`src/hw/rtl/smaller_predecessor_sum_unit_macros.svh`:
```
// Assertion macros shared by the smaller predecessor sum unit.
// Each macro expects i_clk and i_rst_n in the enclosing module.
`ifndef SMALLER_PREDECESSOR_SUM_UNIT_MACROS_SVH
`define SMALLER_PREDECESSOR_SUM_UNIT_MACROS_SVH

`ifndef SYNTHESIS
// Condition that must hold at every clock edge out of reset.
`define SPSU_ASSERT_ALWAYS(lbl, cond) \
    lbl: assert property (@(posedge i_clk) disable iff (!i_rst_n) (cond)) \
        else $error("spsu assertion failed");
// Consequent must hold in the cycle after the antecedent.
`define SPSU_ASSERT_NEXT(lbl, ante, cons) \
    lbl: assert property (@(posedge i_clk) disable iff (!i_rst_n) (ante) |=> (cons)) \
        else $error("spsu assertion failed");
`else
`define SPSU_ASSERT_ALWAYS(lbl, cond)
`define SPSU_ASSERT_NEXT(lbl, ante, cons)
`endif

`endif

```
`src/hw/rtl/spsu_pkg.sv`:
```
package spsu_pkg;

    localparam int CONTRIB_BITS = 36;
    localparam int TOTAL_BITS   = 51;

    // Control flags that ride along with a word through the cell chain.
    typedef struct packed {
        logic valid;
        logic last;
        logic placed;   // word already stored in some cell
    } t_tok_ctl;

    function automatic logic [CONTRIB_BITS-1:0] sat_contrib(
        input logic [CONTRIB_BITS:0] sum
    );
        logic [CONTRIB_BITS-1:0] res;
        res = sum[CONTRIB_BITS] ? {CONTRIB_BITS{1'b1}} : sum[CONTRIB_BITS-1:0];
        return res;
    endfunction

    function automatic logic [TOTAL_BITS-1:0] sat_total(
        input logic [TOTAL_BITS:0] sum
    );
        logic [TOTAL_BITS-1:0] res;
        res = sum[TOTAL_BITS] ? {TOTAL_BITS{1'b1}} : sum[TOTAL_BITS-1:0];
        return res;
    endfunction

endpackage

```
`src/hw/rtl/spsu_cell.sv`:
```
`include "smaller_predecessor_sum_unit_macros.svh"

module spsu_cell
    import spsu_pkg::*;
#(
    parameter int VALUE_BITS = 20
) (
    input  logic                    i_clk,
    input  logic                    i_rst_n,
    input  logic                    i_adv,
    input  t_tok_ctl                i_ctl,
    input  logic [VALUE_BITS-1:0]   i_value,
    input  logic [CONTRIB_BITS-1:0] i_sum,
    output t_tok_ctl                o_ctl,
    output logic [VALUE_BITS-1:0]   o_value,
    output logic [CONTRIB_BITS-1:0] o_sum
);

    logic                    r_held;
    logic [VALUE_BITS-1:0]   r_stored;
    t_tok_ctl                r_ctl;
    logic [VALUE_BITS-1:0]   r_value;
    logic [CONTRIB_BITS-1:0] r_sum;

    logic                    n_held;
    logic                    store_here;
    logic [CONTRIB_BITS-1:0] n_sum;
    t_tok_ctl                n_ctl;

    // Stored value counts only if strictly smaller than the passing word.
    always_comb begin
        store_here = i_ctl.valid && !r_held && !i_ctl.placed;
        n_ctl      = i_ctl;
        n_held     = r_held;
        if (i_ctl.valid && r_held && (r_stored < i_value)) begin
            n_sum = sat_contrib({1'b0, i_sum} +
                                {{(CONTRIB_BITS + 1 - VALUE_BITS){1'b0}}, r_stored});
        end else begin
            n_sum = i_sum;
        end
        if (store_here) begin
            n_ctl.placed = 1'b1;
            n_held       = !i_ctl.last;
        end else if (i_ctl.valid && i_ctl.last) begin
            n_held = 1'b0;
        end
    end

    always_ff @(posedge i_clk) begin
        if (!i_rst_n) begin
            r_held <= 1'b0;
            r_ctl  <= '0;
        end else if (i_adv) begin
            r_held <= n_held;
            r_ctl  <= n_ctl;
        end
    end

    always_ff @(posedge i_clk) begin
        if (i_adv) begin
            r_value <= i_value;
            r_sum   <= n_sum;
            if (store_here) begin
                r_stored <= i_value;
            end
        end
    end

    assign o_ctl   = r_ctl;
    assign o_value = r_value;
    assign o_sum   = r_sum;

    `SPSU_ASSERT_NEXT(a_last_clears, i_adv && i_ctl.valid && i_ctl.last, !r_held)
    `SPSU_ASSERT_NEXT(a_empty_places, i_adv && i_ctl.valid && !r_held, r_ctl.placed)

endmodule

```
`config.mk`:
```
export PLATFORM = sky130hd
export DESIGN_NAME = spsu_cell
export DESIGN_NICKNAME = d
export VERILOG_FILES = /design/src/hw/rtl/spsu_pkg.sv /design/src/hw/rtl/spsu_cell.sv
export VERILOG_INCLUDE_DIRS = /design/src /design/src/hw/rtl
export SDC_FILE = /design/constraint.sdc
export NUM_CORES = 1
export LEC_CHECK = 0
export ABC_AREA = 1
export BUFFER_PORTS_ARGS = -buffer_cell sky130_fd_sc_hd__buf_2
export CORE_MARGIN = 1
export CORE_UTILIZATION = 55
export CTS_BUF_LIST = sky130_fd_sc_hd__clkbuf_2 sky130_fd_sc_hd__clkbuf_4 sky130_fd_sc_hd__clkbuf_8
export DETAILED_ROUTE_END_ITERATION = 8
export PLACE_DENSITY = 0.89
export SLEW_MARGIN = 20
export SYNTH_ARGS = -nofsm -noshare
export SYNTH_HDL_FRONTEND = slang
export SYNTH_SLANG_ARGS = --single-unit
```
`constraint.sdc`:
```
create_clock -name i_clk -period 3.7 [get_ports i_clk]
set_input_delay 0.925 -clock i_clk [delete_from_list [all_inputs] [get_ports i_clk]]
set_output_delay 0.925 -clock i_clk [all_outputs]
set_load 0.02 [all_outputs]
```
Word-level counts from Yosys, hierarchy flattened
Cells that the tools add are included.

storage, ports and cells
  bits in registers = 80
  bits in latches = 0
  memory bits (writable) = 0
  bits in read-only memories = 0
  word-level logic and storage cells = 25
  memories kept = 0

cells by class
  add/sub/neg operators = 1
  multiply operators = 0
  div/mod/pow operators = 0
  order comparisons = 1
  eq/ne operators = 0
  shift-type cells = 0
  multiplexer cells = 5
  bitwise gates (word level) = 0
  reductions and logical operators = 11

operators by type and width
  kind                 count
  $mux W36             2
  $add A36 B20 Y37     1
  $lt A20 B20 Y1       1
  $logic_and A1 B1 Y1  5
  $reduce_and A2 Y1    2
  $logic_not A1 Y1     3
  $mux W1              3
  $reduce_bool A2 Y1   1

Depth between registers and ports, before layout
  word-level depth = 5
  mapped depth = 16

Worst setup path after synthesis
No wires, ideal clock.

  path type = input -> register
  from = in i_sum[0]
  to = reg r_sum[13] (netlist: o_sum[13]) (data pin)
  setup time = 0.249 ns
  arrival = 2.397 ns
  required time = 3.451 ns
  slack = 1.054 ns
  stages on the path = 10
  buffers on the path = 0
  cell sequence = ha_1 -> fa_1 -> nand3_1 -> nand2_1 -> nand4_1 -> nand3_2 -> a21oi_4 -> nand2_1 -> nand2_1 -> inv_1

on the way
  word-level cells in the longest chain between the ends = 3

ends and longest elaborated chain
  item                    line             RTL
  start: declaration      spsu_cell.sv:13  input logic [CONTRIB_BITS-1:0] i_sum,
  $add A36 B20 Y37        spsu_cell.sv:36  n_sum = sat_contrib({1'b0, i_sum} +
  $mux W36                spsu_pkg.sv:17   res = sum[CONTRIB_BITS] ? {CONTRIB_BITS{1'b1}} : sum[CONTRIB_BITS-1:0];
  $mux W36                spsu_cell.sv:35  if (i_ctl.valid && r_held && (r_stored < i_value)) begin
  net n_sum[13]           spsu_cell.sv:27  logic [CONTRIB_BITS-1:0] n_sum;
  end signal: assignment  spsu_cell.sv:62  r_sum <= n_sum;
  end: declaration        spsu_cell.sv:23  logic [CONTRIB_BITS-1:0] r_sum;

The timed path passes the listed nets, and every way through them passes these cells.
A chain may end at the register's enable or synchronous reset.

Worst setup path after layout
  from = in i_value[19]
  to = reg r_sum[15] (netlist: o_sum[15]) (data pin)

on the way
  word-level cells in the longest chain between the ends = 3

ends and longest elaborated chain
  item                 line             RTL
  start: declaration   spsu_cell.sv:12  input logic [VALUE_BITS-1:0] i_value,
  $lt A20 B20 Y1       spsu_cell.sv:35
  $logic_and A1 B1 Y1  spsu_cell.sv:35
  $mux W36             spsu_cell.sv:35
  net n_sum[15]        spsu_cell.sv:27

The timed path passes the listed nets, and every way through them passes these cells.

==> results.md <==
* RR Endpoint: o_sum[15]
* #FFs+latches synth at 80
* Gate power share at 0.206
* Maximum VDD drop at 0.195 mV
* Post-Synth Adder-Cell Area at 0.0946
* Avg Synthesized Cell Area at 7.98 um^2
* Initial Util at 0.573
* Min-Delay Path Class: flop to flop
* Worst clock skew at 0.0109 ns
* XOR/XNOR Fraction of Synth Area at 0.0228
* Endpoints failing hold at 0
* Global-route wire length before repair at 20.7 mm
* Synth Area in Simple Gates at 0.290
* Max Slew Vio Count at 0
* H-tree depth at 3
* Via density per instance at 5.16
* Cell count after synthesis at 673
* Final wirelength at 13.0 mm
* Seq/Total Area, Yosys at 0.440
* Share of the synthesized area in the top cell type at 0.425
* ANT nets after route at 0
* Mux cell area share after synthesis at 0
* PortBufs at 120
* Core ar. at 9370 um^2
* Clock Latency Late Sink at 0.37 ns
* Max stage delay on crit path at 0.44 ns
* Area Growth Syn to Fin at 17.0%
* Post-synth ARST share at 0
* Stages on the worst setup path at 11
* DPL Wire Length at 10.1 mm
* DR top layer: met4
* Clock buffer depth at 2
* I/O pins at 121
* WS Path Type: primary input to flop
* Worst R2R Start: r_stored[19]
* RSZ-0062 raised after global routing: false
* Vias in the first global route at 4,485
* Clock share of power at 0.294
* Syn nets at 775
* Predominant post-synthesis flop cell: edfxtp_1
* Die X at 101 um
* Unique masters post-synth at 36
* Via Count at 4,822
* Min cycle time layout at 2.81 ns
* Top cells by area, synth: edfxtp_1 42%, nand2_1 16%, ha_1 9.1%
* Met1 Wirelength at 5.77 mm
* Internal power at 1.47 mW
* Final setup fails at 0
* CP Data Arrival Time at 2.94 ns
* Die area at 10,200 um^2
* Number of remaining DRC errors at 0
* Total GRT Usage at 0.266
* Inst Count DP at 919
* GPL Wtd Cong at 0.912
* Period utilisation layout at 0.759
* Compound-Gate Fraction of Synth Area at 0.0638
* CP startpoint kind: primary input
* Post-CTS Hold Fix Bufs at 0
* Hold_ws at 0.466 ns
* CTS root buf: clkbuf_8
* Met3 WL at 799 um
* LEAKAGE at 3.16 nW
* Hold path endpoint: o_ctl[1]
* MaxCap Viol Count at 0
* Met2 wire len at 6.26 mm
* Diodes inserted at 0
* R2R Setup Slk at 1.15 ns
* Post-synth top area cell: edfxtp_1
* Outcome: finished, final reports clean
* Layout cells sized above 1 at 0.194
* Crit path cell chain: buf_2, inv_1, ha_1, a211oi_1, nand2_1, nor2_1, nand3_2, inv_2, nand2_1, o21ai_1, inv_1
* Slew headroom at 0.470
* Crit-path max FO at 37
* Rows at 35
* PwrDens at 339 nW/um^2
* Clock-pin slew on the worst setup and hold paths at 0.09 ns
* Area after DPL at 6100 um^2
* Largest family of logic cells by synthesized area: simple AND/OR/NAND/NOR gates
* Antenna violations before repair at 0
* Reg power frac at 0.500
* Nets at 903
* Fin area at 6290 um^2
* Synth Cell Area at 5370 um^2
* Most common cell after layout, fill and taps aside: nand2_1
* Clock sink count at 80
* Slew @ Worst Pin at 0.794 ns
* DRT iter0 DRCs at 254
* Req. time, crit path at 3.83 ns
* R2r worst-path depth at 9
* Routed wire per std cell at 13.9 um
* Post-Route Setup TNS at 0 ns
* EDFF count, synth at 76
* Largest net degree at the start of global routing at 61
* Die Y at 101 um
* Total CTS buffers at 9
* Most frequent cells in the layout: 222 x nand2_1, 120 x buf_2, 110 x inv_1, 76 x edfxtp_1, 57 x nand3_1
* YS warnings at 0
* First-pass DRT Iterations at 5
* Buf/Inv on CP at 4
* Sw power at 662 uW
* Postcts setup bufs at 0
* Hold path start: o_ctl[1]
* Worst hold path depth at 2
* PostCTS Resize Cnt at 0
* Non-Filler Instances at 935
* Achievable Freq at 0.356 GHz
* Crit path max-delay family: buffers and inverters
* Sw Ratio at 0.310
* CTS tree: built
* Slowest cell on crit path: inv_2
* Worst Setup End Kind: flop
* GRT overflow at 0
## cell usage after synthesis, drive strengths merged, types with 2 or more instances
cell	count
or2	8
nand2	222
o21ai	12
nor2	46
nand4	9
o21bai	3
xnor2	10
inv	111
nand3b	3
a21boi	9
buf	6
nor3	11
nand3	60
xor2	4
ha	39
dfxtp	4
a21oi	29
edfxtp	76
nor4	2
## power groups by stage
stage | sequential [mW] | combinational (mW) | clock [mW]
2_1_floorplan | 1.15 | 0.213 | 0
3_3_place_gp | 1.09 | 0.425 | 0
3_5_place_dp | 1.09 | 0.435 | 0
4_1_cts | 1.07 | 0.438 | 0.637
5_1_grt | 1.07 | 0.489 | 0.668
6_report | 1.07 | 0.439 | 0.628
## worst max path at each step
stage,start,slack [ns],to
after global routing,i_value[19],0.70,o_sum[15]
after CTS,i_value[19],0.92,o_sum[15]
final,i_value[19],0.89,o_sum[15]
after detailed placement,i_value[19],0.52,o_sum[15]
after global placement,i_value[19],0.60,o_sum[10]
after floorplan,i_sum[0],1.05,o_sum[13]
## per-stage QoR
step           worst slack [ns]  total power, mW  utilization
2_1_floorplan              1.05             1.36            -
3_3_place_gp              0.596             1.51        0.651
3_5_place_dp              0.524             1.52        0.651
4_1_cts                   0.915             2.14        0.671
5_1_grt                   0.705             2.23        0.671
6_report                  0.893             2.13        0.671
## metal layers
layer  vias up  GRT usage
met1      2188      0.344
met2       167      0.462
met3        16     0.0479
met4         0     0.0691
li1       2451          -
met5         -          0
## state kept, by name, summed over array words and instances (netlist names)
name,cells
o_value,20
r_stored,20
o_ctl,3
o_sum,36
r_held,1
## kinds of logic after synthesis
family,count (synthesis)
compound gates,58
flops,80
buf+inv,117
simple gates,364
xor+xnor,14
fa+ha+maj,40
## worst reg2reg max path: stages (launching register included)
cell and delay, ns:
edfxtp_1 0.43, ha_1 0.31, a211oi_1 0.26, nand2_1 0.10, nor2_1 0.16, nand3_2 0.10
inv_2 0.44, nand2_1 0.27, o21ai_1 0.20, inv_1 0.05
## final cells by class
class	count	area [um^2]
fillers	845	3080
flip-flops and latches	80	2360
repair buffers	123	623
inverters	111	417
multi-input cells	476	2540
clock buffers	10	138
well taps	129	161
clock inverters	6	50.0
(Power assumes the default switching activity.)
