[config.mk]
export PLATFORM = sky130hd
export DESIGN_NAME = spsu_tally
export DESIGN_NICKNAME = d
export VERILOG_FILES = /design/src/hw/rtl/spsu_pkg.sv /design/src/hw/rtl/spsu_tally.sv
export VERILOG_INCLUDE_DIRS = /design/src /design/src/hw/rtl
export SDC_FILE = /design/constraint.sdc
export NUM_CORES = 1
export LEC_CHECK = 0
export ABC_CLOCK_PERIOD_IN_PS = 5450
export BUFFER_PORTS_ARGS = -buffer_cell sky130_fd_sc_hd__buf_4
export CAP_MARGIN = 20
export CORE_UTILIZATION = 55
export DETAILED_ROUTE_END_ITERATION = 10
export GPL_TIMING_DRIVEN = 1
export PLACE_DENSITY_LB_ADDON = 0.1
export SLEW_MARGIN = 15
export SYNTH_ARGS = -nofsm -noshare
export SYNTH_HDL_FRONTEND = slang
export SYNTH_SLANG_ARGS = --single-unit
export TNS_END_PERCENT = 5
[constraint.sdc]
create_clock -name i_clk -period 5.45 [get_ports i_clk]
set_clock_uncertainty 0.15 [all_clocks]
set_input_delay 1.09 -clock i_clk [delete_from_list [all_inputs] [get_ports i_clk]]
set_output_delay 1.09 -clock i_clk [all_outputs]
set_load 0.05 [all_outputs]
[src/hw/rtl/smaller_predecessor_sum_unit_macros.svh]
// Assertion macros shared by the smaller predecessor sum unit.
// Each macro expects i_clk and i_rst_n in the enclosing module.
`ifndef SMALLER_PREDECESSOR_SUM_UNIT_MACROS_SVH
`define SMALLER_PREDECESSOR_SUM_UNIT_MACROS_SVH

`ifndef SYNTHESIS
// Condition that must hold at every clock edge out of reset.
`define SPSU_ASSERT_ALWAYS(lbl, cond) \
    lbl: assert property (@(posedge i_clk) disable iff (!i_rst_n) (cond)) \
        else $error("spsu assertion failed");
// Consequent must hold in the cycle after the antecedent.
`define SPSU_ASSERT_NEXT(lbl, ante, cons) \
    lbl: assert property (@(posedge i_clk) disable iff (!i_rst_n) (ante) |=> (cons)) \
        else $error("spsu assertion failed");
`else
`define SPSU_ASSERT_ALWAYS(lbl, cond)
`define SPSU_ASSERT_NEXT(lbl, ante, cons)
`endif

`endif

[src/hw/rtl/spsu_pkg.sv]
package spsu_pkg;

    localparam int CONTRIB_BITS = 36;
    localparam int TOTAL_BITS   = 51;

    // Control flags that ride along with a word through the cell chain.
    typedef struct packed {
        logic valid;
        logic last;
        logic placed;   // word already stored in some cell
    } t_tok_ctl;

    function automatic logic [CONTRIB_BITS-1:0] sat_contrib(
        input logic [CONTRIB_BITS:0] sum
    );
        logic [CONTRIB_BITS-1:0] res;
        res = sum[CONTRIB_BITS] ? {CONTRIB_BITS{1'b1}} : sum[CONTRIB_BITS-1:0];
        return res;
    endfunction

    function automatic logic [TOTAL_BITS-1:0] sat_total(
        input logic [TOTAL_BITS:0] sum
    );
        logic [TOTAL_BITS-1:0] res;
        res = sum[TOTAL_BITS] ? {TOTAL_BITS{1'b1}} : sum[TOTAL_BITS-1:0];
        return res;
    endfunction

endpackage

[src/hw/rtl/spsu_tally.sv]
`include "smaller_predecessor_sum_unit_macros.svh"

module spsu_tally
    import spsu_pkg::*;
(
    input  logic                    i_clk,
    input  logic                    i_rst_n,
    input  logic                    i_adv,
    input  t_tok_ctl                i_ctl,
    input  logic [CONTRIB_BITS-1:0] i_sum,
    output logic                    o_valid,
    output logic [CONTRIB_BITS-1:0] o_contribution,
    output logic [TOTAL_BITS-1:0]   o_running_total,
    output logic                    o_is_final,
    output logic                    o_overflow
);

    logic                    r_valid;
    logic [TOTAL_BITS-1:0]   r_acc;
    logic [CONTRIB_BITS-1:0] r_contrib;
    logic [TOTAL_BITS-1:0]   r_total;
    logic                    r_final;
    logic                    r_ovf;
    logic [TOTAL_BITS-1:0]   n_total;

    assign n_total = sat_total({1'b0, r_acc} +
                               {{(TOTAL_BITS + 1 - CONTRIB_BITS){1'b0}}, i_sum});

    always_ff @(posedge i_clk) begin
        if (!i_rst_n) begin
            r_valid <= 1'b0;
            r_acc   <= '0;
        end else if (i_adv) begin
            r_valid <= i_ctl.valid;
            if (i_ctl.valid) begin
                r_acc <= i_ctl.last ? '0 : n_total;
            end
        end
    end

    always_ff @(posedge i_clk) begin
        if (i_adv && i_ctl.valid) begin
            r_contrib <= i_sum;
            r_total   <= n_total;
            r_final   <= i_ctl.last;
            r_ovf     <= !i_ctl.placed;
        end
    end

    assign o_valid         = r_valid;
    assign o_contribution  = r_contrib;
    assign o_running_total = r_total;
    assign o_is_final      = r_final;
    assign o_overflow      = r_ovf;

    `SPSU_ASSERT_NEXT(a_acc_cleared, i_adv && i_ctl.valid && i_ctl.last, r_acc == '0)
    `SPSU_ASSERT_ALWAYS(a_total_covers,
        !r_valid || ({{(TOTAL_BITS - CONTRIB_BITS){1'b0}}, r_contrib} <= r_total))

endmodule

== Word-level counts from Yosys, hierarchy flattened ==
Index checks and enable logic that the tools add are counted.
Widths: inputs -> output; s select.
Word-level totals
  bits in latches: 0
  output and inout port bits: 90
  input bits: 42
  ROM bits: 0
  flip-flop bits (word level): 141
  memory bits (writable): 0
  memories kept: 0
Cells by class
  magnitude comparators: 0
  $mul: 0
  bitwise logic cells: 0
  eq/ne operators: 0
  divide/modulo/power cells: 0
  $add $sub $neg: 1
  shifts and indexed selects: 0
  muxes and demuxes: 2
  reductions and logical operators: 3
Operator list (count)
  $mux 51: 2
  $add 51x36->52: 1
  $reduce_and 2->1: 1
  $logic_and 1x1->1: 1
  $logic_not 1->1: 1

== Logic depth before layout (Yosys ltp) ==
Gate-level depths: netlist of the first run.
  depth after elaboration: 3
  depth in mapped cells: 12
  mapped depth without buffers: 12

== Worst setup path after synthesis of the first run ==
No wires, ideal clock.
  path kind: input -> register
  start: input port i_adv
  end: register r_acc[47]
  setup slack: 1092 ps
  arrival: 4145 ps
  stages on the path: 5
  buffers on the path: 0
  cell sequence: nand2_1 inv_1 nand2_1 or4_1 nand3_1
On the way
  cells in the longest elaborated chain, start to end: 1
RTL lines
  start, declared: RTL line spsu_tally.sv:8  | input logic i_adv,
  $reduce_and 2->1 (no source line)
  end signal, assigned: RTL line spsu_tally.sv:36  | r_acc <= i_ctl.last ? '0 : n_total;
  end, declared: RTL line spsu_tally.sv:19  | logic [TOTAL_BITS-1:0] r_acc;
Every way passes these cells.
A chain may end at the register's enable or synchronous reset.

== Worst setup path in the final report of the first run ==
  start: input port i_sum[0]
  end: register r_total[48], in the netlist o_running_total[48], data pin
On the way
  cells in the longest elaborated chain, start to end: 2
RTL lines
  start, declared: RTL line spsu_tally.sv:10  | input logic [CONTRIB_BITS-1:0] i_sum,
  $add 51x36->52: RTL line spsu_tally.sv:26  | assign n_total = sat_total({1'b0, r_acc} +
  $mux 51: RTL line spsu_pkg.sv:25  | res = sum[TOTAL_BITS] ? {TOTAL_BITS{1'b1}} : sum[TOTAL_BITS-1:0];
  via n_total[48]: RTL line spsu_tally.sv:24  | logic [TOTAL_BITS-1:0] n_total;
  end signal, assigned: RTL line spsu_tally.sv:44  | r_total <= n_total;
  end, declared: RTL line spsu_tally.sv:21  | logic [TOTAL_BITS-1:0] r_total;
The timed path passes the listed nets, and every way through them passes these cells.

==> results of run 1 <==
layout make-up:
class / count / area (um2)
Fill cell: 981 / 3810
Sequential cell: 141 / 3710
Multi-Input combinational cell: 483 / 3340
Timing Repair Buffer: 137 / 1030
Clock buffer: 24 / 472
Tap cell: 172 / 215
Clock inverter: 8 / 92.6
Inverter: 14 / 53.8
per-stage QoR:
stage | util [%] | hold slack (ns) | total power [mW] | setup slack (ns) | instances
floorplan | - | 0.295 | 1.56 | 1.09 | 665
global placement | 65.6 | 0.305 | 1.69 | 1.18 | 947
detailed placement | 65.6 | 0.312 | 1.70 | 1.10 | 947
CTS | 70.0 | 0.330 | 2.80 | 1.54 | 979
global route | 70.0 | 0.341 | 2.88 | 1.31 | 979
finish | 70.0 | 0.326 | 2.78 | 1.52 | 979
flip-flops by register name, indices dropped and copies added, names as in the netlist:
| signal | cells |
|---|---|
| o_contribution | 36 |
| o_overflow | 1 |
| r_acc | 51 |
| o_is_final | 1 |
| o_running_total | 51 |
| o_valid | 1 |
routing by layer:
| metal | global-route usage (%) | vias to the layer above |
|---|---|---|
| met2 | 41.0 | 225 |
| li1 | - | 2755 |
| met5 | 0 | - |
| met1 | 34.0 | 2726 |
| met4 | 9.96 | 0 |
| met3 | 5.24 | 22 |
path summary, 6_finish.rpt:
kind                           from                            end  slack, ns  depth (start not counted)
max                        i_sum[0]  o_running_total[48]$_DFFE_PP_       1.52                         13
min          r_acc[11]$_SDFFE_PN0P_         r_acc[11]$_SDFFE_PN0P_       0.33                          1
max reg2reg   r_acc[0]$_SDFFE_PN0P_  o_running_total[48]$_DFFE_PP_       1.93                         12
min reg2reg  r_acc[11]$_SDFFE_PN0P_         r_acc[11]$_SDFFE_PN0P_       0.33                          1
cells in the final DEF (no fill, tap or decap), drive strengths merged, types with 3 or more instances in the layout:
cell type and instances:
o221a 3, nor4 4, o311ai 3, mux2i 4, o2111ai 3, inv 13
a211oi 6, nand2b 5, nor3 5, a21o 13, or2 5, o21ai 38
and3 12, buf 137, nand2 91, o31ai 4, o211ai 7, edfxtp 89
nor2 34, nand3b 3, a31oi 3, dfxtp 52, o21a 3, clkinv 6
nand4 12, xor2 21, and2 6, a22o 34, xnor2 21, o21bai 4
a21oi 49, clkbuf 24, or3 4, nand3 18, nor2b 4, ha 36
power by group through the flow:
stage	clock, mW	sequential [mW]	combinational [mW]
6_report	1.10	1.22	0.463
5_1_grt	1.17	1.22	0.495
4_1_cts	1.12	1.22	0.462
3_5_place_dp	0	1.24	0.460
3_3_place_gp	0	1.24	0.453
2_1_floorplan	0	1.38	0.180
logic make-up after synthesis:
group / count (synthesis)
simple gates: 212
compound gates: 187
flops: 141
xor+xnor: 42
buf+inv: 41
fa+ha+maj: 37
mux: 5
==> impl_metrics.env, run 1 <==
export IMPL_status="finished, final reports clean"
export IMPL_dp_hpwl_um=12000
export IMPL_start_kind="primary input"
export IMPL_synthFlopType="edfxtp_1"
export IMPL_design_area_um2=8910
export IMPL_yosysTopAreaCell="edfxtp_1"
export IMPL_power_switching_mw=0.744
export IMPL_seqPwrFrac_pct=43.7
export IMPL_htree_levels=4
export IMPL_peakVddDrop_mv=0.221
export IMPL_worst_path_buf_inv=2
export IMPL_die_w_um=117
export IMPL_synth_edf_count=89
export IMPL_top_layer_used="met4"
export IMPL_cts_tree="done"
export IMPL_m1WireLength_um=7350
export IMPL_max_stage_delay_ns=0.43
export IMPL_insertedDiodeCount=0
export IMPL_synth_nets=744
export IMPL_end_kind="flip-flop"
export IMPL_core_um2=12700
export IMPL_initial_utilization_pct=56.7
export IMPL_cts_inserted_buffers=17
export IMPL_synth_compound_area_share_pct=19.1
export IMPL_synth_most_common_cell="nand2_1"
export IMPL_dr_pass1_iters=7
export IMPL_grt_pass1_wl_um=26400
export IMPL_clockBufferDepth=2
export IMPL_p_leak_nw=3.80
export IMPL_globalplace_congestion=0.902
export IMPL_combPwrFrac_pct=16.6
export IMPL_synth_simple_area_share_pct=14.6
export IMPL_routed_via_density=5.85
export IMPL_synth_fa_ha_area_share_pct=6.52
export IMPL_grt_pass1_vias=5376
export IMPL_cp_cell_sequence="buf_4, ha_1, inv_1, fa_1, nor2b_4, o2111ai_2, a311oi_2, nand4bb_4, a2111oi_4, nor3_4, nor2_1, nor2_1, mux2_1"
export IMPL_rsz0062_at_grt="no"
export IMPL_clock_root_buffer="clkbuf_16"
export IMPL_clkSinkCount=141
export IMPL_synth_common_cells="nand2_1 (90), edfxtp_1 (89), dfxtp_1 (52)"
export IMPL_synth_seq_cells=141
export IMPL_internal_power_mw=2.04
export IMPL_postSynthAreaPerCell_um2=10.9
export IMPL_yosysTopAreaCellShare_pct=37.0
export IMPL_hold_viol_final=0
export IMPL_wl_per_cell_um=17.0
export IMPL_power_density_nw_per_um2=312
export IMPL_wl_met2_um=7910
export IMPL_via_count=5728
export IMPL_grt_overflow=0
export IMPL_synthArstFlopShare_pct=0
export IMPL_clkTransAtPathRegs_ns=0.06
export IMPL_port_buffers=131
export IMPL_fmax_ghz=0.254
export IMPL_worst_slew_pin_slew_ns=0.895
export IMPL_switching_share_pct=26.7
export IMPL_post_route_period_util_pct=72.1
export IMPL_placed_area_um2=8350
export IMPL_min_period_ns=3.93
export IMPL_ys_types=77
export IMPL_slowest_stage="fa_1"
export IMPL_synthCells=665
export IMPL_crit_type="in2reg"
export IMPL_yosysWarningCount=0
export IMPL_post_cts_buffers=0
export IMPL_synth_area_mux_share_pct=0.711
export IMPL_grt_use_total_pct=25.5
export IMPL_critPathTopFamily="simple AND/OR/NAND/NOR gates"
export IMPL_cpMostUsedCell="nor2_1"
export IMPL_clk_latency_ns=0.42
export IMPL_final_nets=873
export IMPL_postCtsHoldBufs=0
export IMPL_cts_resized=0
export IMPL_wirelength_um=16600
export IMPL_slew_headroom_pct=39.7
export IMPL_area_growth_pct=23.5
export IMPL_grt_max_degree=38
export IMPL_synth_xor_xnor_area_share_pct=5.10
export IMPL_wl_met3_um=1100
export IMPL_antenna_found_initial=0
export IMPL_clockPowerShare_pct=39.7
export IMPL_cp_arrival_ns=3.95
export IMPL_synth_top_family_by_area="compound AO/OA/AOI/OAI gates"
export IMPL_die_area_um2=13600
export IMPL_drive_gt1_share_pct=24.4
export IMPL_crit_fanout=7
export IMPL_die_h_um=117
export IMPL_postRouteAntennaNets=0
export IMPL_synth_area_um2=7220
export IMPL_drtIter0Drc=364
export IMPL_yosys_top_cells_area="edfxtp_1 (37%), dfxtp_1 (14%), ha_1 (6.2%)"
export IMPL_remaining_drc_errors=0
export IMPL_worstPathRequired_ns=5.47
export IMPL_ios=132
export IMPL_maxSlewViolCount=0
export IMPL_setup_viol=0
export IMPL_hold_path_class="reg2reg"
export IMPL_tns_ns=0
export IMPL_cap_violations=0
export IMPL_rows=41
export IMPL_ys_seq_area_share_pct=51.5
No activity file was read; power rests on OpenSTA's default activity.
==> run 2, diff against run 1 <==
Settings changed: ABC_CLOCK_PERIOD_IN_PS 5450 to 4050.
Clock period 5.45 ns to 4.05 ns, I/O delays scaled along.
==> impl_metrics.env, run 2 (synthesized netlist as in run 1, its figures left out) <==
export IMPL_status="finished, final reports clean"
export IMPL_tns_ns=0
export IMPL_reg2reg_to="o_running_total[48]$_DFFE_PP_"
export IMPL_grt_overflow=0
export IMPL_final_cell_mix="buf_4 (143), nand2_1 (90), edfxtp_1 (89), dfxtp_1 (52), a21oi_1 (43)"
export IMPL_r2r_start="r_acc[0]$_SDFFE_PN0P_"
export IMPL_dp_cells=954
export IMPL_dr_pass1_iters=5
export IMPL_routed_via_density=5.86
export IMPL_port_buffers=131
export IMPL_grt_pass1_wl_um=27600
export IMPL_die_area_um2=13600
export IMPL_cts_tree="done"
export IMPL_clockPowerShare_pct=38.6
export IMPL_initial_utilization_pct=56.7
export IMPL_globalplace_congestion=0.887
export IMPL_end_kind="flip-flop"
export IMPL_timing_hold_ws_ns=0.328
export IMPL_via_count=5781
export IMPL_internal_power_mw=2.66
export IMPL_cp_cell_sequence="buf_4, ha_1, inv_1, fa_1, nor2b_4, o2111ai_2, a311oi_2, nand4bb_4, a2111oi_4, nor3_4, nor2_1, nor2_1, mux2_1"
export IMPL_postRouteAntennaNets=0
export IMPL_slew_headroom_pct=46.5
export IMPL_finalNonFillerCells=986
export IMPL_power_switching_mw=1.04
export IMPL_wl_met2_um=8530
export IMPL_rows=41
export IMPL_clock_root_buffer="clkbuf_16"
export IMPL_grt_use_total_pct=26.9
export IMPL_core_um2=12700
export IMPL_insertedDiodeCount=0
export IMPL_top_layer_used="met4"
export IMPL_wl_per_cell_um=17.8
export IMPL_cap_violations=0
export IMPL_postCtsHoldBufs=0
export IMPL_clkSinkCount=141
export IMPL_clk_latency_ns=0.43
export IMPL_drive_gt1_share_pct=25.3
export IMPL_start_kind="primary input"
export IMPL_drtIter0Drc=392
export IMPL_crit_type="in2reg"
export IMPL_min_period_ns=3.64
export IMPL_critical_path_depth=13
export IMPL_htree_levels=4
export IMPL_num_fill_cells=984
export IMPL_remaining_drc_errors=0
export IMPL_worst_path_buf_inv=2
export IMPL_die_w_um=117
export IMPL_holdPathStages=1
export IMPL_dp_hpwl_um=12400
export IMPL_cts_inserted_buffers=17
export IMPL_crit_fanout=7
export IMPL_final_nets=880
export IMPL_p_leak_nw=3.83
export IMPL_post_route_util_pct=70.4
export IMPL_wirelength_um=17600
export IMPL_multiInputGateArea_um2=3340
export IMPL_post_route_period_util_pct=90.0
export IMPL_clockBufferDepth=2
export IMPL_m1WireLength_um=7680
export IMPL_area_growth_pct=24.1
export IMPL_critPathTopFamily="simple AND/OR/NAND/NOR gates"
export IMPL_min_delay_start="r_acc[11]$_SDFFE_PN0P_"
export IMPL_post_cts_buffers=0
export IMPL_combPwrFrac_pct=17.1
export IMPL_setup_viol=0
export IMPL_rsz0062_at_grt="no"
export IMPL_switching_share_pct=28.1
export IMPL_setup_slack_ns=0.407
export IMPL_seqPwrFrac_pct=44.2
export IMPL_crit_path_start="i_sum[0]"
export IMPL_regArea_um2=3710
export IMPL_cts_resized=0
export IMPL_slowest_stage="fa_1"
export IMPL_grt_max_degree=61
export IMPL_rrSetupSlack_ns=0.54
export IMPL_die_h_um=117
export IMPL_hold_path_class="reg2reg"
export IMPL_wl_met3_um=1060
export IMPL_power_density_nw_per_um2=413
export IMPL_reg2reg_depth=12
export IMPL_ios=132
export IMPL_worstPathRequired_ns=4.08
export IMPL_peakVddDrop_mv=0.311
export IMPL_cpMostUsedCell="nor2_1"
export IMPL_fmax_ghz=0.274
export IMPL_clkTransAtPathRegs_ns=0.06
export IMPL_worst_slew_pin_slew_ns=0.803
export IMPL_hold_viol_final=0
export IMPL_maxSlewViolCount=0
export IMPL_cp_arrival_ns=3.67
export IMPL_antenna_found_initial=0
export IMPL_final_common_cell="buf_4"
export IMPL_grt_pass1_vias=5628
export IMPL_dp_slack_ns=0.0356
export IMPL_worstHoldEndpoint="r_acc[11]$_SDFFE_PN0P_"
export IMPL_max_stage_delay_ns=0.43
## run 2: cell types whose count changed in the layout (fill, tap and decap cells not counted), sizes merged
cell and change:
clkbuf -6, clkinvlp +3, clkinv +4, bufinv -1, buf +7
## run 2: through the flow
step	cell area (um2)	power, mW
after floorplan	7220	2.10
after global placement	8410	2.28
after detailed placement	8410	2.29
after CTS	8960	3.72
after global routing	8960	3.83
final	8960	3.70
## run 2: worst register-to-register path: stages, from the launching register on
cell and delay (ns):
dfxtp_1 0.34, ha_1 0.18, inv_1 0.06, fa_1 0.43, nor2b_4 0.17, o2111ai_2 0.16
a311oi_2 0.43, nand4bb_4 0.23, a2111oi_4 0.13, nor3_4 0.41, nor2_1 0.13, nor2_1 0.12
mux2_1 0.32
## run 2: per-layer routing
metal	track usage, %	vias up
li1	-	2766
met1	34.5	2778
met2	43.9	205
met3	6.75	32
met4	10.4	0
met5	0	-
## run 2: worst max-delay path by stage
stage / endpoint / slack, ns
6_report: o_running_total[48]$_DFFE_PP_ / 0.41
5_1_grt: o_running_total[48]$_DFFE_PP_ / 0.29
4_1_cts: o_running_total[48]$_DFFE_PP_ / 0.44
3_5_place_dp: o_running_total[48]$_DFFE_PP_ / 0.04
3_3_place_gp: o_running_total[48]$_DFFE_PP_ / 0.12
2_1_floorplan: o_running_total[48]$_DFFE_PP_ / 0.49
## run 2: final cells by class
| class | instances | share of cell area, % |
|---|---|---|
| timing repair buffer | 144 | 12.2 |
| sequential | 141 | 41.5 |
| clock buffer | 18 | 4.90 |
| inverter | 14 | 0.629 |
| multi-input combinational | 483 | 37.2 |
| clock inverter | 14 | 1.15 |
| tap | 172 | 2.40 |
## run 2: power by group through the flow
stage	clock, mW	sequential [mW]	combinational [mW]
floorplan	0	1.86	0.243
global placement	0	1.66	0.614
detailed placement	0	1.67	0.626
CTS	1.45	1.64	0.632
global route	1.51	1.64	0.676
finish	1.43	1.64	0.633
==> run 3, diff against run 2 <==
Settings changed: CORE_UTILIZATION 55 to 56.
==> impl_metrics.env, run 3 (synthesized netlist as in run 1, its figures left out) <==
export IMPL_final_common_cell="buf_4"
export IMPL_post_route_period_util_pct=88.4
export IMPL_cap_violations=0
export IMPL_cts_tree="done"
export IMPL_wl_per_cell_um=17.5
export IMPL_worst_slew_pin_slew_ns=0.769
export IMPL_critPathTopFamily="simple AND/OR/NAND/NOR gates"
export IMPL_insertedDiodeCount=0
export IMPL_worstPathRequired_ns=4.07
export IMPL_postRouteAntennaNets=0
export IMPL_min_period_ns=3.58
export IMPL_htree_levels=4
export IMPL_clock_root_buffer="clkbuf_16"
export IMPL_grt_pass1_vias=5554
export IMPL_routed_via_density=5.84
export IMPL_dp_slack_ns=0.0307
export IMPL_hold_path_class="reg2reg"
export IMPL_p_leak_nw=3.89
export IMPL_cts_resized=0
export IMPL_end_kind="flip-flop"
export IMPL_final_cell_mix="buf_4 (144), nand2_1 (90), edfxtp_1 (89), dfxtp_1 (52), a21oi_1 (43)"
export IMPL_clkTransAtPathRegs_ns=0.06
export IMPL_holdPathStages=1
export IMPL_clockBufferDepth=2
export IMPL_fmax_ghz=0.279
export IMPL_via_count=5763
export IMPL_crit_fanout=7
export IMPL_grt_max_degree=60
export IMPL_power_density_nw_per_um2=444
export IMPL_die_w_um=116
export IMPL_post_cts_buffers=0
export IMPL_grt_overflow=0
export IMPL_cp_arrival_ns=3.60
export IMPL_reg2reg_depth=12
export IMPL_antenna_found_initial=0
export IMPL_globalplace_congestion=0.905
export IMPL_wirelength_um=17300
export IMPL_grt_use_total_pct=27.2
export IMPL_clkSinkCount=141
export IMPL_hold_viol_final=0
export IMPL_postCtsHoldBufs=0
export IMPL_crit_type="in2reg"
export IMPL_slew_headroom_pct=48.7
export IMPL_grt_pass1_wl_um=27600
export IMPL_port_buffers=131
export IMPL_slowest_stage="fa_1"
export IMPL_rows=41
export IMPL_peakVddDrop_mv=0.244
export IMPL_die_area_um2=13300
export IMPL_remaining_drc_errors=0
export IMPL_critical_path_depth=13
export IMPL_final_nets=881
export IMPL_die_h_um=116
export IMPL_setup_slack_ns=0.471
export IMPL_dr_pass1_iters=5
export IMPL_core_um2=12600
export IMPL_setup_viol=0
export IMPL_max_stage_delay_ns=0.43
export IMPL_timing_hold_ws_ns=0.331
export IMPL_start_kind="primary input"
export IMPL_ios=132
export IMPL_initial_utilization_pct=57.4
export IMPL_area_growth_pct=26.1
export IMPL_cts_inserted_buffers=17
export IMPL_cpMostUsedCell="nor2_1"
export IMPL_clk_latency_ns=0.43
export IMPL_tns_ns=0
export IMPL_dp_hpwl_um=12100
export IMPL_maxSlewViolCount=0
export IMPL_status="finished, final reports clean"
export IMPL_rsz0062_at_grt="no"
export IMPL_drive_gt1_share_pct=25.3
export IMPL_cp_cell_sequence="buf_4, ha_1, inv_1, fa_1, nor2b_4, o2111ai_2, a311oi_2, nand4bb_4, a2111oi_4, nor3_4, nor2_1, nor2_1, mux2_1"
export IMPL_drtIter0Drc=376
export IMPL_worst_path_buf_inv=2
[run 3: changes by cell type in the layout (fill, tap and decap cells not counted)]
cell	before	now
clkinv_4	1	3
clkbuf_1	0	3
bufinv_16	1	6
clkinvlp_4	4	1
clkinv_1	3	1
buf_4	143	144
clkinv_2	6	0
clkbuf_8	1	2
[run 3: report_power, final]
part | leakage [nW] | total, mW | internal, mW | switching (mW)
Sequential | 1.25 | 1.64 | 1.61 | 0.0245
Combinational | 2.32 | 0.631 | 0.204 | 0.426
Clock | 0.326 | 1.77 | 1.19 | 0.586
[run 3: worst reg2reg max path, cell delays in order, from the launching register on]
cell       delay, ns
dfxtp_1         0.34
ha_1            0.17
inv_1           0.06
fa_1            0.43
nor2b_4         0.16
o2111ai_2       0.16
a311oi_2        0.42
nand4bb_4       0.24
a2111oi_4       0.13
nor3_4          0.40
nor2_1          0.12
nor2_1          0.11
mux2_1          0.33
[run 3: stage by stage]
| step | instance area (um2) | std cells | power (mW) | util [%] |
|---|---|---|---|---|
| floorplan | 7220 | 665 | 2.10 | - |
| global placement | 8420 | 955 | 2.28 | 67.0 |
| detailed placement | 8420 | 955 | 2.29 | 67.0 |
| CTS | 9100 | 987 | 4.06 | 72.4 |
| global route | 9100 | 987 | 4.17 | 72.4 |
| finish | 9100 | 987 | 4.04 | 72.4 |
[run 3: final timing paths]
path                                                       to  slack [ns]              startpoint
worst min-delay path                   r_acc[26]$_SDFFE_PN0P_        0.33  r_acc[26]$_SDFFE_PN0P_
worst max register to register  o_running_total[48]$_DFFE_PP_        0.59   r_acc[0]$_SDFFE_PN0P_
worst min register to register         r_acc[26]$_SDFFE_PN0P_        0.33  r_acc[26]$_SDFFE_PN0P_
worst max-delay path            o_running_total[48]$_DFFE_PP_        0.47                i_sum[0]
[run 3: layout make-up]
cell class                 instances  area [um2]
inverter                          14        56.3
timing repair buffer             145        1100
sequential                       141        3710
fill                             921        3470
clock buffer                      22         464
multi-input combinational        483        3340
tap                              172         215
clock inverter                    10         210
[run 3: per-layer routing]
| metal | wire length, um | up-vias | part of all wire, % | global-route usage [%] |
|---|---|---|---|---|
| li1 | - | 2770 | - | - |
| met1 | 7580 | 2739 | 44 | 35.2 |
| met2 | 8260 | 227 | 48 | 43.9 |
| met3 | 1150 | 27 | 6.6 | 7.32 |
| met4 | 285 | 0 | 1.6 | 9.78 |
| met5 | 0 | - | 0 | 0 |
